**src/sv/rled_pkg.sv**
```systemverilog
package rled_pkg;

   // Decoder mode, one-hot
   typedef enum logic [2:0] {
      MODE_LITERAL = 3'b001,
      MODE_ESCAPED = 3'b010,
      MODE_DIGITS  = 3'b100
   } mode_type;

   // Result status codes
   typedef enum logic [1:0] {
      STATUS_OK        = 2'd0,
      STATUS_SATURATED = 2'd1,
      STATUS_NO_DIGITS = 2'd2
   } status_type;

   localparam logic [7:0]  EscapeReset  = 8'd42;
   localparam logic [7:0]  DigitFirst   = 8'h30;
   localparam logic [7:0]  DigitLast    = 8'h39;
   localparam logic [15:0] LiteralRun   = 16'd1;
   localparam logic [15:0] ErrorRun     = 16'd0;

   // One result beat
   typedef struct packed {
      logic [7:0]  out_byte;
      logic [15:0] run_length;
      status_type  status;
   } result_type;

endpackage

```
**src/sv/run_length_escape_decoder_unit.sv**
```systemverilog
// A result beat is registered in the output register, or in the skid entry if that is held.
// Throughput: one input beat per cycle while req_stall is low; the output register plus
// one skid entry let a new byte enter while a finished result waits on rsp_stall.
// Reset (synchronous, active high): literal mode, count cleared, escape byte 42,
// output and skid empty.
module run_length_escape_decoder_unit
   import rled_pkg::*;
#(
   parameter int COUNT_WIDTH = 16
) (
   input  logic        clock,
   input  logic        reset,
   input  logic        req_valid,
   output logic        req_stall,
   input  logic [7:0]  req_in_byte,
   output logic        rsp_valid,
   input  logic        rsp_stall,
   output logic [7:0]  rsp_out_byte,
   output logic [15:0] rsp_run_length,
   output logic [1:0]  rsp_status,
   input  logic        csr_wr_en,
   input  logic [7:0]  csr_wr_data
);

   // Count width is capped by the 16-bit run length field
   localparam int CntW = (COUNT_WIDTH < 16) ? COUNT_WIDTH : 16;
   localparam int ProdW = CntW + 4;
   localparam logic [CntW-1:0] CountLimit = '1;

   logic [7:0]      escape_ff;
   mode_type        mode_ff, mode_in;
   logic [CntW-1:0] count_ff, count_in;
   logic            sat_ff, sat_in;

   logic            out_valid_ff, out_valid_in;
   result_type      out_ff, out_in;
   logic            skid_valid_ff, skid_valid_in;
   result_type      skid_ff, skid_in;

   logic            accept, is_digit, has_result, out_take, out_free;
   logic [ProdW-1:0] prod, next_count;
   result_type      result;

   assign req_stall = skid_valid_ff;
   assign accept    = req_valid & ~skid_valid_ff;
   assign is_digit  = (req_in_byte >= DigitFirst) && (req_in_byte <= DigitLast);

   // Accumulate the decimal count: count * 10 + digit
   assign prod = ProdW'({count_ff, 3'b000}) + ProdW'({count_ff, 1'b0});
   always_comb begin
      if (mode_ff == MODE_ESCAPED) begin
         next_count = ProdW'(req_in_byte[3:0]);
      end else begin
         next_count = prod + ProdW'(req_in_byte[3:0]);
      end
   end

   // Decode one byte
   always_comb begin
      mode_in    = mode_ff;
      count_in   = count_ff;
      sat_in     = sat_ff;
      has_result = 1'b0;
      result     = '{out_byte: req_in_byte, run_length: LiteralRun, status: STATUS_OK};
      unique case (mode_ff)
         MODE_LITERAL: begin
            if (req_in_byte == escape_ff) begin
               mode_in  = MODE_ESCAPED;
               count_in = '0;
               sat_in   = 1'b0;
            end else begin
               has_result = 1'b1;
            end
         end
         MODE_ESCAPED, MODE_DIGITS: begin
            if (is_digit) begin
               mode_in = MODE_DIGITS;
               if (next_count > ProdW'(CountLimit)) begin
                  count_in = CountLimit;
                  sat_in   = 1'b1;
               end else begin
                  count_in = next_count[CntW-1:0];
               end
            end else begin
               has_result = 1'b1;
               if (mode_ff == MODE_DIGITS) begin
                  result.run_length = 16'(count_ff);
                  result.status     = sat_ff ? STATUS_SATURATED : STATUS_OK;
               end else begin
                  result.run_length = ErrorRun;
                  result.status     = STATUS_NO_DIGITS;
               end
               mode_in  = MODE_LITERAL;
               count_in = '0;
               sat_in   = 1'b0;
            end
         end
         default: begin
            mode_in  = MODE_LITERAL;
            count_in = '0;
            sat_in   = 1'b0;
         end
      endcase
   end

   // Output register with one skid entry
   assign out_take = out_valid_ff & ~rsp_stall;
   assign out_free = ~out_valid_ff | out_take;

   always_comb begin
      out_valid_in  = out_valid_ff;
      out_in        = out_ff;
      skid_valid_in = skid_valid_ff;
      skid_in       = skid_ff;
      if (skid_valid_ff) begin
         if (out_take) begin
            out_in        = skid_ff;
            skid_valid_in = 1'b0;
         end
      end else if (accept && has_result) begin
         if (out_free) begin
            out_in       = result;
            out_valid_in = 1'b1;
         end else begin
            skid_in       = result;
            skid_valid_in = 1'b1;
         end
      end else if (out_take) begin
         out_valid_in = 1'b0;
      end
   end

   // Control state
   always_ff @(posedge clock) begin
      if (reset) begin
         escape_ff     <= EscapeReset;
         mode_ff       <= MODE_LITERAL;
         count_ff      <= '0;
         sat_ff        <= 1'b0;
         out_valid_ff  <= 1'b0;
         skid_valid_ff <= 1'b0;
      end else begin
         if (csr_wr_en) begin
            escape_ff <= csr_wr_data;
         end
         if (accept) begin
            mode_ff  <= mode_in;
            count_ff <= count_in;
            sat_ff   <= sat_in;
         end
         out_valid_ff  <= out_valid_in;
         skid_valid_ff <= skid_valid_in;
      end
   end

   // Payload
   always_ff @(posedge clock) begin
      out_ff  <= out_in;
      skid_ff <= skid_in;
   end

   assign rsp_valid      = out_valid_ff;
   assign rsp_out_byte   = out_ff.out_byte;
   assign rsp_run_length = out_ff.run_length;
   assign rsp_status     = out_ff.status;

endmodule
```
**config.mk**
```make
export PLATFORM = sky130hd
export DESIGN_NAME = run_length_escape_decoder_unit
export DESIGN_NICKNAME = d
export VERILOG_FILES = /design/src/sv/rled_pkg.sv /design/src/sv/run_length_escape_decoder_unit.sv
export SDC_FILE = /design/constraint.sdc
export NUM_CORES = 1
export LEC_CHECK = 0
export BUFFER_PORTS_ARGS = -buffer_cell sky130_fd_sc_hd__buf_2
export CORE_MARGIN = 2
export CORE_UTILIZATION = 35
export CTS_CLUSTER_SIZE = 10
export DETAILED_ROUTE_END_ITERATION = 16
export PLACE_DENSITY_LB_ADDON = 0.2
export SLEW_MARGIN = 20
export SYNTH_ARGS = -nofsm -noshare
export SYNTH_HDL_FRONTEND = slang
export SYNTH_SLANG_ARGS = --single-unit
```
**constraint.sdc**
```tcl
create_clock -name clock -period 3 [get_ports clock]
set_input_delay 0.3 -clock clock [delete_from_list [all_inputs] [get_ports clock]]
set_output_delay 0.3 -clock clock [all_outputs]
set_load 0.02 [all_outputs]
```
==> summary by stage, run 1 <==
Outcome
The run finished, with violations left. The final reports fail on setup timing.

Routing
In the routed design, unresolved DRC markers number 0. In this run the remaining antenna-violating nets after routing total 0. The violation count after the first detailed-routing iteration is around 200. Detailed routing inserted a total of 3120 vias.

Dividing the detail-routed via count by the number of cells gives about 5.0. The final routed wire length divided by cell count is approximately 15 um. Wires add up to about 9.5 mm.

The first detailed-routing pass took 4 iterations.

Timing
Setup violations remaining at the end of the flow were counted as 5. In the final timing run, aggregate negative setup slack is -0.162 ns. The hold violation count in the final report came to 0. The final number of max-transition violations is 0. The final worst setup slack is -0.0893 ns. For the final database, setup skew stands at 0.00642 ns. At the pin with the least slew margin, the transition time is between 0.6 and 0.7 ns.

Subtracting the final worst setup slack from the clock period gives around 3.1 ns. The final critical path takes up 103% of the cycle. Derived from the worst setup path, the maximum achievable clock frequency is roughly 320 MHz. Setup repair after global routing could not meet its margin everywhere. Hold timing on the final database bottoms out at a slack of approximately 0.18 ns. The headroom to the max-slew limit is a little over half.

Logic synthesis
The sequential fraction of the synthesis area is around half. The synthesized netlist occupies a cell area of approximately 4400 um2. The synthesized design contains about 80 register bits. The net count after synthesis is 427. The count of unique library cells instantiated by Yosys is 58. The Yosys step of the flow raised 0 warnings. The gate count after technology mapping is roughly 370. The async set or reset register ratio after synthesis is 0%. The number of flops mapped to enable cells by yosys is between 50 and 60. The dominant register cell in the synthesized netlist is sky130_fd_sc_hd__edfxtp_1. Dividing the synthesized area by the synthesized cell count gives roughly 12 um2.

Power
The share of total power in combinational logic is ~8.6%. The power spent charging and discharging nets is 572 uW. Summing internal, switching and leakage power gives 2.47 mW.

The clock network power share is around 40%. The internal power contribution is roughly 1.9 mW. The power per unit of standard cell area is roughly 460 nW/um2. For this design the static power due to leakage is between 2 and 2.5 nW.

Registers are responsible for 51.6% of the overall power. The worst voltage drop across the vdd grid is ~0.22 mV. The switching portion of total power is a little under a quarter.

GRT
The via count of the first global-routing pass was approximately 3000. The global-route wire length before repair is between 15 and 20 mm. The largest net degree at the start of global routing is 32.

For this run the aggregate overflow at the end of global routing stands at 0. The initial antenna violation count was 0. The overall track demand over capacity in global routing is around 15%.

Placement
Buffers placed on the I/O ports in this run total 48. Detailed placement finished with a half-perimeter wire length of 6.91 mm. After detailed placement, the design holds a cell count of 603.

The placer congestion estimate is between 0.8 and 0.9.

Clock network
Clock latency on the worst-skew pair, taken at its later pin, is 0.33 ns. The root cell of the clock tree is sky130_fd_sc_hd__clkbuf_16. Clock tree synthesis inserted a total of 9 buffers. The tree built by TritonCTS fans out to 82 sinks. The TritonCTS clock tree is done. The post-CTS clock slew at the launch and capture registers of the worst setup and hold paths is about 0.06 ns. The clock passes through at most 2 buffers.

The maximum level of the CTS H-tree is 3.

Finish
Cells with a size suffix above 1 make up between 30 and 40% of the layout. The number of antenna repair diodes is 0. The number of standard cells in the layout, taps in and fillers out is 624. The final layout net count is about 510.

Compared with the post-synthesis result, the final layout area differs by 22.9%.

Floorplanning
The chip width is 115 um. During I/O placement, the number of pins put on the boundary was 49. The die covers 13300 um2. The floorplan has 40 rows.

The die boundary height is ~120 um. The initial utilization of the core area, before any placement, comes to a little over a third. The total core area is 12100 um2.

Worst setup path
The highest cell delay on the worst timing path is ~0.61 ns. The arrival time of the worst setup path is 3.31 ns. The signal on the critical path passes through fa_2 -> ha_4 -> a211o_1 -> a211oi_4 -> nor4bb_4 -> o31a_2 -> nor2_4 -> buf_4 -> o31ai_1 -> a221oi_1.

The number of cells on the worst reg-to-reg path is 10. The worst setup path is captured at a flip-flop. The startpoint identified for the worst register-to-register timing path is count_ff[2]$_SDFFE_PP0P_. The critical setup path kind is reg -> reg.

The setup slack of the worst register-to-register path is -0.09 ns. The launching instance or port of the critical path is count_ff[2]$_SDFFE_PP0P_. The slowest stage of the critical path is the sky130_fd_sc_hd__fa_2 cell. In this run the worst setup path terminates at count_ff[0]$_SDFFE_PP0P_.

The kind of start point of the critical path is a flip-flop. The data required time at the worst endpoint is 3.22 ns. The capturing point of the worst reg2reg path is count_ff[0]$_SDFFE_PP0P_. Along the worst path, the maximum fanout reaches 4.

Min path
The worst min-delay path class is in -> reg.

Run
The tool flagged a number of max-cap violations equal to 0.
-- metrics by stage --
stage | util [%] | setup slack [ns] | instance area, um2
2_1_floorplan | - | 0.0512 | 4370
6_report | 44.3 | -0.0893 | 5350
3_5_place_dp | 41.1 | -0.243 | 4950
3_3_place_gp | 41.0 | -0.161 | 4950
4_1_cts | 43.9 | -0.0305 | 5300
5_1_grt | 44.3 | -0.153 | 5350
-- worst min-delay path by stage --
| stage | start | to | cells past startpoint |
|---|---|---|---|
| 6_report | csr_wr_data[5] | escape_ff[5]$_SDFFE_PP1P_ | 2 |
| 5_1_grt | csr_wr_data[5] | escape_ff[5]$_SDFFE_PP1P_ | 2 |
| 4_1_cts | csr_wr_data[5] | escape_ff[5]$_SDFFE_PP1P_ | 2 |
| 3_5_place_dp | count_ff[15]$_SDFFE_PP0P_ | count_ff[15]$_SDFFE_PP0P_ | 1 |
| 3_3_place_gp | count_ff[15]$_SDFFE_PP0P_ | count_ff[15]$_SDFFE_PP0P_ | 1 |
| 2_1_floorplan | req_in_byte[0] | skid_ff[18]$_DFFE_PP_ | 0 |
-- synthesized netlist by cell type (3+ instances only) --
cell | n | area share, %
sky130_fd_sc_hd__edfxtp_1 | 52 | 36
sky130_fd_sc_hd__ha_1 | 31 | 8.9
sky130_fd_sc_hd__dfxtp_1 | 30 | 14
sky130_fd_sc_hd__mux2_2 | 25 | 6.5
sky130_fd_sc_hd__nor2_1 | 23 | 2.0
sky130_fd_sc_hd__nand2_1 | 22 | 1.9
sky130_fd_sc_hd__o21ai_0 | 22 | 2.5
sky130_fd_sc_hd__a21oi_1 | 20 | 2.3
sky130_fd_sc_hd__and2_1 | 15 | 2.2
sky130_fd_sc_hd__xor2_1 | 13 | 2.6
sky130_fd_sc_hd__a221o_1 | 9 | 2.1
sky130_fd_sc_hd__mux2i_1 | 7 | 1.6
sky130_fd_sc_hd__nor3_1 | 7 | 0.81
sky130_fd_sc_hd__clkbuf_1 | 6 | 0.52
sky130_fd_sc_hd__inv_1 | 6 | 0.52
sky130_fd_sc_hd__nor2b_1 | 6 | 0.86
sky130_fd_sc_hd__a211o_1 | 5 | 1.0
sky130_fd_sc_hd__nand3_1 | 5 | 0.58
sky130_fd_sc_hd__a21o_1 | 4 | 0.69
sky130_fd_sc_hd__xnor2_1 | 4 | 0.81
sky130_fd_sc_hd__a211oi_1 | 3 | 0.52
sky130_fd_sc_hd__a21o_2 | 3 | 0.60
sky130_fd_sc_hd__buf_1 | 3 | 0.26
sky130_fd_sc_hd__buf_6 | 3 | 0.78
sky130_fd_sc_hd__nand2b_1 | 3 | 0.43
sky130_fd_sc_hd__nand3b_1 | 3 | 0.52
sky130_fd_sc_hd__nor4_1 | 3 | 0.43
sky130_fd_sc_hd__o211ai_1 | 3 | 0.52
-- critical path, delay by kind of cell, from the launching register on --
family | cells | cell delay, ns
buffers and inverters | 1 | 0.14
AOI/OAI and AO/OA | 5 | 1.44
adders and majority gates | 2 | 0.82
DFF | 1 | 0.33
and+or+nand+nor | 2 | 0.27
-- timing repair --
item                                   CTS  global route
resized for setup                       11            11
hold buffers                             0             0
pin swaps                               13            10
setup endpoints to repair               13            17
cloned                                   1             0
buffers inserted                         2             2
endpoints found under the hold margin    0             0
-- per-layer routing --
metal	GRT usage, %	wire, um	up-vias	part of all wire [%]
met5	0	0	-	0
met1	21.4	5000	1495	52
li1	-	-	1572	-
met4	6.43	56	0	0.59
met3	2.62	262	2	2.7
met2	23.0	4230	51	44
-- logic make-up after synthesis --
family,after synthesis,share of synthesized area [%]
AND/OR/NAND/NOR,101,12.5
AO/OA/AOI/OAI,89,14.3
flip-flops,82,49.7
adder cells (fa/ha/maj),33,9.84
multiplexers,32,8.08
buffers and inverters,19,2.19
XOR/XNOR,17,3.42
-- cells in the final DEF, fill, tap and decap left out, types with 9 or more instances in the layout --
cell type and n:
sky130_fd_sc_hd__a21oi_1 19, sky130_fd_sc_hd__a221o_1 9, sky130_fd_sc_hd__and2_1 15, sky130_fd_sc_hd__buf_2 48, sky130_fd_sc_hd__buf_4 31, sky130_fd_sc_hd__clkbuf_16 9
sky130_fd_sc_hd__dfxtp_1 28, sky130_fd_sc_hd__edfxtp_1 52, sky130_fd_sc_hd__ha_1 29, sky130_fd_sc_hd__mux2_2 25, sky130_fd_sc_hd__nand2_1 22, sky130_fd_sc_hd__nor2_1 22
sky130_fd_sc_hd__o21ai_0 17, sky130_fd_sc_hd__xor2_1 13
-- sequential cells by signal, summed over array words and instances (netlist names) --
name / cells
count_ff: 16
escape_ff: 8
mode_ff: 3
req_stall: 1
rsp_out_byte: 8
rsp_run_length: 16
rsp_status: 2
rsp_valid: 1
sat_ff: 1
skid_ff: 26
-- final cells by class --
cell class | instances | area, um2
inverters | 6 | 22.5
well taps | 168 | 210
clock inverters | 5 | 31.3
clock buffers | 11 | 233
flip-flops and latches | 82 | 2160
repair buffers | 79 | 473
multi-input cells | 273 | 2210
fillers | 1157 | 6710
-- power by group through the flow --
stage / clock, mW / combinational (mW) / sequential (mW)
after floorplan: 0 / 0.0895 / 1.34
after global placement: 0 / 0.211 / 1.30
after detailed placement: 0 / 0.213 / 1.30
after CTS: 1.01 / 0.214 / 1.27
after global routing: 1.06 / 0.232 / 1.28
final: 0.981 / 0.212 / 1.27
No activity file was read; power rests on OpenSTA's default activity.
==> inputs of run 2 (changes only) <==
ABC_AREA = 1   (was unset)
SLEW_MARGIN = 10   (was 20)
==> run 2 against run 1 <==
Effect of this change:
- the run now ends clean
- design area is 2.3% higher
- largest power group unchanged
- routed wire length is 2.6% higher
- highest routed layer unchanged
- critical path type unchanged
- clock skew is 0.0012 ns higher
==> summary by stage, run 2 <==
Logic synthesis
The net count after synthesis is 619 (+45%). The top-area cell type share of the netlist area is 33.4% (-2.5 points). The dominant register cell in the synthesized netlist is sky130_fd_sc_hd__edfxtp_1. The post-synthesis register bit count came to 82 (unchanged). The mean instance size in the synthesized netlist is 8.28 um2 (-29%). The async set or reset register ratio after synthesis is 0% (unchanged). The area of the mapped netlist came to 4680 um2 (+7.6%). By count the netlist is led by sky130_fd_sc_hd__nand2_1, sky130_fd_sc_hd__edfxtp_1, sky130_fd_sc_hd__inv_1. The number of flops mapped to enable cells by yosys was 52 (unchanged). The total number of yosys warnings is 0 (unchanged).

The most common cell in the synthesized netlist is sky130_fd_sc_hd__nand2_1. The sequential fraction of the synthesis area was 46.2% (-3.5 points). After synthesis, the cell types taking the most area are sky130_fd_sc_hd__edfxtp_1, sky130_fd_sc_hd__nand2_1, sky130_fd_sc_hd__dfxtp_1, sky130_fd_sc_hd__ha_1, sky130_fd_sc_hd__inv_1. The gate count after technology mapping is 565 (+51%). The count of unique library cells instantiated by Yosys is 38 (-34%). The biggest area consumer among synthesized cells is sky130_fd_sc_hd__edfxtp_1.

Finish
Counting flops per register, the top entry is skid_ff. The post-route cell area is 5470 um2 (+2.3%). Compared with the post-synthesis result, the final layout area differs by 16.9%.

The leading cell type in the layout, fill and taps excluded is sky130_fd_sc_hd__nand2_1. The share of post-route cells with drive strength above 1 is 17.3% (-15 points). The final layout net count is 674 (+33%). The library cells used most frequently in the layout, excluding fill and tap cells, are sky130_fd_sc_hd__nand2_1, sky130_fd_sc_hd__edfxtp_1, sky130_fd_sc_hd__buf_2. The number of antenna repair diodes is 0 (unchanged). The number of standard cells in the layout, taps in and fillers out is 801 (+28%). The flip-flop count of the largest register after layout is 26 (unchanged).

Clock network
The TritonCTS clock tree is done. The source-to-sink clock delay at the later pin of the worst-skew pair is 0.32 ns (about the same). The root cell of the clock tree is sky130_fd_sc_hd__clkbuf_16. The total clock sinks is 82 (unchanged). The number of clock buffers inserted by TritonCTS was 9 (unchanged). The maximum level of the CTS H-tree was 3 (unchanged).

The number of buffers on the longest clock path is 2 (unchanged). The cts-stage hold buffer count is 0 (unchanged). The post-CTS clock slew at the launch and capture registers of the worst setup and hold paths is 0.06 ns (about the same).

Worst setup path
The number of cells on the worst reg-to-reg path came to 14 (+4). The worst register-to-register path begins at count_ff[0]$_SDFFE_PP0P_. The type of destination of the critical path is a flip-flop. STA classifies the critical path startpoint as a flip-flop.

The worst-path maximum fanout came to 9 (+5). The data required time at the worst endpoint came to 3.18 ns (-0.04 ns). The critical path starts at count_ff[0]$_SDFFE_PP0P_.

The critical path in this run is classified as reg -> reg. The arrival time of the worst setup path is 2.91 ns (-0.40 ns).

Routing
The final routed DRC violation total is 0 (unchanged). The residual antenna-violating net count after detailed routing was 0 (unchanged). The number of vias per cell was 4.53 (-9.4%).

The final routed wire length divided by cell count is 12.2 um (-20%). The number of iterations in the first detailed-routing pass was 4 (unchanged). The violation count after the first detailed-routing iteration is 184 (-5.6%).

The total routed wirelength was 9.80 mm (+2.6%). The count of vias placed by the detailed router came to 3629 (+16%).

Run
The reported max-cap violation count is 0 (unchanged).

Min path
The cell depth of the worst min-delay path came to 3 (+1). The worst hold path belongs to the class in -> reg. In this run the most critical hold path is launched from csr_wr_data[5].

Timing
The hold violation count in the final report came to 0 (unchanged). The worst-case clock skew came to 0.00766 ns (+0.00124 ns). The headroom to the max-slew limit is 67.0% (+13 points).

Setup repair after global routing left no endpoint under its margin. The final critical delay including setup and external delays came to 2.73 ns (-0.359 ns). The final number of max-transition violations came to 0 (unchanged). The worst hold slack across all endpoints was 0.185 ns (+0.00938 ns). The total of endpoints with negative setup slack in the final report is 0 (-5). The sum of negative setup slack was 0 ns (+0.162 ns). The portion of the clock cycle consumed by the worst path in the final layout came to 91.0% (-12 points). The achievable clock frequency is 366 MHz (+13%). The worst-margin pin slew came to 0.495 ns (-0.187 ns).

Power
The leakage power figure is 2.56 nW (+11%). The total chip power is 3.24 mW (+32%). The power per unit of standard cell area was 593 nW/um2 (+29%). The worst voltage drop across the vdd grid is 0.313 mV (+41%). The sequential power share is 45.3% (-6.3 points). The switching portion of total power is 28.4% (+5.3 points). The internal power contribution is 2.32 mW (+23%). The share of total power in combinational logic was 19.5% (+11 points).

The clock network power share came to 35.2% (-4.6 points). The power spent charging and discharging nets is 923 uW (+61%).

GRT
The largest net degree at the start of global routing is 36 (+13%). The global-route wire length before repair is 16.5 mm (+6.1%). The initial antenna violation count is 0 (unchanged). The met2 demand-to-capacity share in global routing came to 22.6% (-0.39 points). The total global routing overflow is 0 (unchanged). The met3 track utilization from global routing is 2.23% (-0.38 points). In this run the most used layer during global routing was met2. The overall track demand over capacity in global routing is 14.2% (-0.90 points). The via count of the first global-routing pass is 3398 (+12%). The met1 track demand over resource is 20.2% (-1.2 points).

Floorplanning
The cell row count is 42 (+5.0%). The effective utilization at floorplan is 35.6% (-0.45 points). The number of ports placed on the die boundary is 49 (unchanged).

The chip width came to 120 um (+3.6%). The die boundary height came to 120 um (+3.6%). The total core area came to 13100 um2 (+8.9%). The die footprint is 14300 um2 (+7.3%).

Placement
The instance area at placement is 5140 um2 (+3.8%). The half-perimeter wire length after detailed placement came to 7.72 mm (+12%). The placer congestion estimate was 0.832 (-1.5%). The count of input and output buffers is 48 (unchanged). The post-placement cell count is 783 (+30%).

Outcome
The run finished with clean final reports.
[run 2: changes by cell type after synthesis, moves of 7 or more]
cell                      delta
sky130_fd_sc_hd__and2_1     -15
sky130_fd_sc_hd__mux2i_1     -7
sky130_fd_sc_hd__nand3_1    +18
sky130_fd_sc_hd__mux2_2     -25
sky130_fd_sc_hd__inv_2       +7
sky130_fd_sc_hd__a221o_1     -9
sky130_fd_sc_hd__nor2_1     +17
sky130_fd_sc_hd__o21ai_0     -7
sky130_fd_sc_hd__nand2_1   +189
sky130_fd_sc_hd__inv_1      +39
sky130_fd_sc_hd__a21oi_2     +9
[run 2: worst paths after layout]
kind / endpoint / slack (ns)
hold / removal: escape_ff[5]$_SDFFE_PP1P_ / 0.18
hold reg to reg: sat_ff$_SDFFE_PP0P_ / 0.47
setup reg to reg: count_ff[2]$_SDFFE_PP0P_ / 0.27
setup / recovery: count_ff[2]$_SDFFE_PP0P_ / 0.27
[run 2: layout make-up]
| cell class | count | area (um2) |
|---|---|---|
| multi-input combinational | 415 | 2250 |
| tap | 176 | 220 |
| clock inverter | 5 | 78.8 |
| clock buffer | 11 | 233 |
| timing repair buffer | 58 | 315 |
| sequential | 82 | 2160 |
| fill | 1345 | 7670 |
| inverter | 54 | 205 |
[run 2: timing repair]
action | in CTS | in global routing
setup endpoints to repair | 0 | 3
setup buffers | 0 | 2
resized for setup | 0 | 1
[run 2: cell families after synthesis]
family | synth area share, %
AO/OA/AOI/OAI | 8.32
XOR/XNOR | 3.56
adder cells (fa/ha/maj) | 9.14
buffers and inverters | 5.75
flip-flops | 46.2
AND/OR/NAND/NOR | 27.0
[run 2: power groups by stage]
stage | Sequential (mW) | Combinational (mW) | Clock (mW)
after floorplan | 1.66 | 0.263 | 0
after global placement | 1.49 | 0.640 | 0
after detailed placement | 1.50 | 0.642 | 0
after CTS | 1.47 | 0.643 | 1.17
after global routing | 1.49 | 0.710 | 1.21
final | 1.47 | 0.634 | 1.14
[run 2: metrics by stage]
| stage | setup slack (ns) | util [%] |
|---|---|---|
| 6_report | 0.270 | 41.6 |
| 5_1_grt | 0.0100 | 41.6 |
| 4_1_cts | 0.194 | 41.5 |
| 3_5_place_dp | 0.155 | 39.1 |
| 3_3_place_gp | 0.199 | 39.1 |
| 2_1_floorplan | 0.0872 | - |
[run 2: routing by layer]
layer,part of all wire [%],vias to the layer above
met5,0,-
met4,1.1,0
met3,2.8,9
met2,44,49
met1,52,1627
li1,-,1944
[run 2: critical path, stage by stage, from the launching register on]
cell and delay [ns]:
sky130_fd_sc_hd__dfxtp_1 0.44, sky130_fd_sc_hd__fa_1 0.50, sky130_fd_sc_hd__fa_1 0.47, sky130_fd_sc_hd__nand2_1 0.09, sky130_fd_sc_hd__nand2_1 0.09, sky130_fd_sc_hd__nand3_1 0.08, sky130_fd_sc_hd__nand2_1 0.09, sky130_fd_sc_hd__nand2_1 0.10
sky130_fd_sc_hd__nand3b_1 0.11, sky130_fd_sc_hd__nand2_1 0.08, sky130_fd_sc_hd__nand2_1 0.06, sky130_fd_sc_hd__inv_2 0.14, sky130_fd_sc_hd__nand2_4 0.11, sky130_fd_sc_hd__o21bai_1 0.15, sky130_fd_sc_hd__a21oi_1 0.08
==> inputs of run 3 (changes only) <==
ABC_AREA = unset   (was 1)
==> run 3 against run 2 <==
Effect of this change:
- global-route usage up 0.64 points
- highest routed layer unchanged
- setup slack worse by 0.28 ns
- routed wire length down 3.1%
- the flow now finishes with violations (setup timing)
==> summary by stage, run 3 (synthesis results as in run 1) <==
Placement
The setup slack at placement is -0.232 ns (-0.387 ns). The instance area at placement is 4950 um2 (-3.7%). The count of input and output buffers came to 48 (unchanged). The half-perimeter wire length after detailed placement is 6.85 mm (-11%). The placer congestion estimate was 0.844 (+1.5%).

Finish
The largest register by flop count is skid_ff. The number of antenna repair diodes is 0 (unchanged). The library cell used most frequently in the layout, excluding fill and tap cells, is sky130_fd_sc_hd__edfxtp_1. The number of inserted filler cells in the final layout was 1149 (-15%). The share of post-route cells with drive strength above 1 is 32.6% (+15 points).

The post-route cell area is 5370 um2 (-1.8%). The flip-flop count of the largest register after layout was 26 (unchanged). The final layout net count is 506 (-25%).

Compared with the post-synthesis result, the final layout area differs by 23.5%. Leaving out fill and tap cells, the most frequent cells in the layout are sky130_fd_sc_hd__edfxtp_1, sky130_fd_sc_hd__buf_2, sky130_fd_sc_hd__buf_4.

Routing
The residual antenna-violating net count after detailed routing is 0 (unchanged). The count of vias placed by the detailed router is 3138 (-14%). The violation count after the first detailed-routing iteration came to 158 (-14%).

The final routed DRC violation total is 0 (unchanged). The number of iterations in the first detailed-routing pass is 4 (unchanged). The final routed wire length divided by cell count is 15.2 um (+24%).

The total routed wirelength is 9.49 mm (-3.1%). The number of vias per cell is 5.02 (+11%).

Clock network
The post-CTS clock slew at the launch and capture registers of the worst setup and hold paths is 0.06 ns (about the same). The cts-stage hold buffer count was 0 (unchanged). The number of clock buffers inserted by TritonCTS is 9 (unchanged). The maximum level of the CTS H-tree is 3 (unchanged).

The total clock sinks is 82 (unchanged). TritonCTS built the clock tree. The number of buffers on the longest clock path is 2 (unchanged).

Clock tree synthesis selected as its root buffer the cell sky130_fd_sc_hd__clkbuf_16. The source-to-sink clock delay at the later pin of the worst-skew pair is 0.33 ns (about the same).

Run
The reported max-cap violation count was 0 (unchanged).

Worst setup path
STA classifies the critical path endpoint as a flip-flop. The data required time at the worst endpoint is 3.21 ns (+0.03 ns). The worst setup path is launched from a flip-flop.

The critical path is of the reg -> reg type. The worst-path maximum fanout is 6 (-3). The launching point of the worst reg2reg path is count_ff[0]$_SDFFE_PP0P_. The launching instance or port of the critical path is count_ff[0]$_SDFFE_PP0P_. The arrival time of the worst setup path came to 3.22 ns (+0.31 ns).

Floorplanning
The cell row count is 40 (-4.8%). The die boundary height came to 115 um (-3.5%). The effective utilization at floorplan is 36.1% (+0.45 points). The number of ports placed on the die boundary is 49 (unchanged). The chip width is 115 um (-3.5%). The die footprint is 13300 um2 (-6.8%). The total core area is 12100 um2 (-8.2%).

GRT
The initial antenna violation count came to 0 (unchanged). The largest net degree at the start of global routing is 32 (-11%). The global-route wire length before repair is 15.3 mm (-6.9%).

The via count of the first global-routing pass is 3019 (-11%). The total global routing overflow is 0 (unchanged). The overall track demand over capacity in global routing is 14.9% (+0.64 points).

Power
The leakage power figure is 2.31 nW (-9.7%). The power per unit of standard cell area was 460 nW/um2 (-22%). The worst voltage drop across the vdd grid was 0.318 mV (+1.6%). The total chip power is 2.47 mW (-24%).

Timing
The total of endpoints with negative setup slack in the final report is 1 (+1). The portion of the clock cycle consumed by the worst path in the final layout is 100% (+9.2 points). The final number of max-transition violations is 0 (unchanged). The headroom to the max-slew limit is 17.4% (-50 points). The hold violation count in the final report is 0 (unchanged). The achievable clock frequency is 333 MHz (-9.2%). The worst hold slack across all endpoints is 0.174 ns (-0.0106 ns). The final worst setup slack is -0.00537 ns (-0.275 ns). The worst-margin pin slew came to 1.23 ns (+0.739 ns). The final critical delay including setup and external delays was 3.01 ns (+0.275 ns).

The worst-case clock skew is 0.00758 ns (-0.0000818 ns). Setup repair after global routing could not meet its margin everywhere.

Min path
The worst min-delay path class is in -> reg. The startpoint of the most critical hold path is csr_wr_data[5].

Outcome
The flow ran to the end, but the final reports show violations. The checks that failed: setup timing.
run 3: changes by cell type in the layout (fill, tap and decap cells not counted), moves of 7 or more:
cell and change:
sky130_fd_sc_hd__nand2_1 -189, sky130_fd_sc_hd__inv_1 -39, sky130_fd_sc_hd__mux2_2 +25, sky130_fd_sc_hd__buf_4 +21, sky130_fd_sc_hd__nand3_1 -18, sky130_fd_sc_hd__nor2_1 -18, sky130_fd_sc_hd__and2_1 +15, sky130_fd_sc_hd__a221o_1 +9
sky130_fd_sc_hd__a21oi_2 -8, sky130_fd_sc_hd__a21oi_1 -7, sky130_fd_sc_hd__inv_2 -7
run 3: layout make-up:
type | instances | area [um2] | area share (%)
sequential | 82 | 2160 | 40.3
clock inverter | 5 | 31.3 | 0.582
clock buffer | 11 | 233 | 4.33
inverter | 6 | 22.5 | 0.419
multi-input combinational | 273 | 2230 | 41.5
timing repair buffer | 80 | 484 | 9.01
tap | 168 | 210 | 3.91
run 3: where the power goes:
part	switching, mW	total, mW	internal, mW
Combinational	0.133	0.214	0.0813
Clock	0.426	0.982	0.556
Sequential	0.0162	1.27	1.26
Total	0.575	2.47	1.89
run 3: worst max-delay path, stage by stage (launching register included):
cell                       delay (ns)
sky130_fd_sc_hd__dfxtp_2         0.33
sky130_fd_sc_hd__fa_2            0.61
sky130_fd_sc_hd__ha_4            0.21
sky130_fd_sc_hd__a211o_1         0.30
sky130_fd_sc_hd__a211oi_4        0.30
sky130_fd_sc_hd__nor4bb_4        0.10
sky130_fd_sc_hd__nor4_4          0.23
sky130_fd_sc_hd__nor2_4          0.08
sky130_fd_sc_hd__o31a_4          0.41
sky130_fd_sc_hd__a221o_2         0.31
run 3: layer usage:
metal,track usage [%],vias to the layer above,part of all wire (%)
li1,-,1568,-
met1,21.3,1484,52
met2,22.2,69,42
met3,2.62,17,3.1
met4,6.10,0,2.4
met5,0,-,0
run 3: worst paths after layout:
path,to,slack [ns],cells past startpoint
hold / removal,escape_ff[5]$_SDFFE_PP1P_,0.17,2
hold reg to reg,count_ff[15]$_SDFFE_PP0P_,0.50,1
setup reg to reg,count_ff[14]$_SDFFE_PP0P_,-0.005,9
setup / recovery,count_ff[14]$_SDFFE_PP0P_,-0.005,9
run 3: per-stage QoR:
stage,instances,setup TNS (ns),util [%]
3_5_place_dp,603,-2.81,41.0
5_1_grt,625,-1.10,44.5
6_report,625,-0.00537,44.5
4_1_cts,623,-0.0362,43.8
3_3_place_gp,603,-1.92,41.0
2_1_floorplan,373,0,-
run 3: timing repair:
item	CTS	global route
setup endpoints to repair	13	17
cloned	1	0
pin swaps	10	4
gates resized for setup	8	13
buffers inserted	3	2
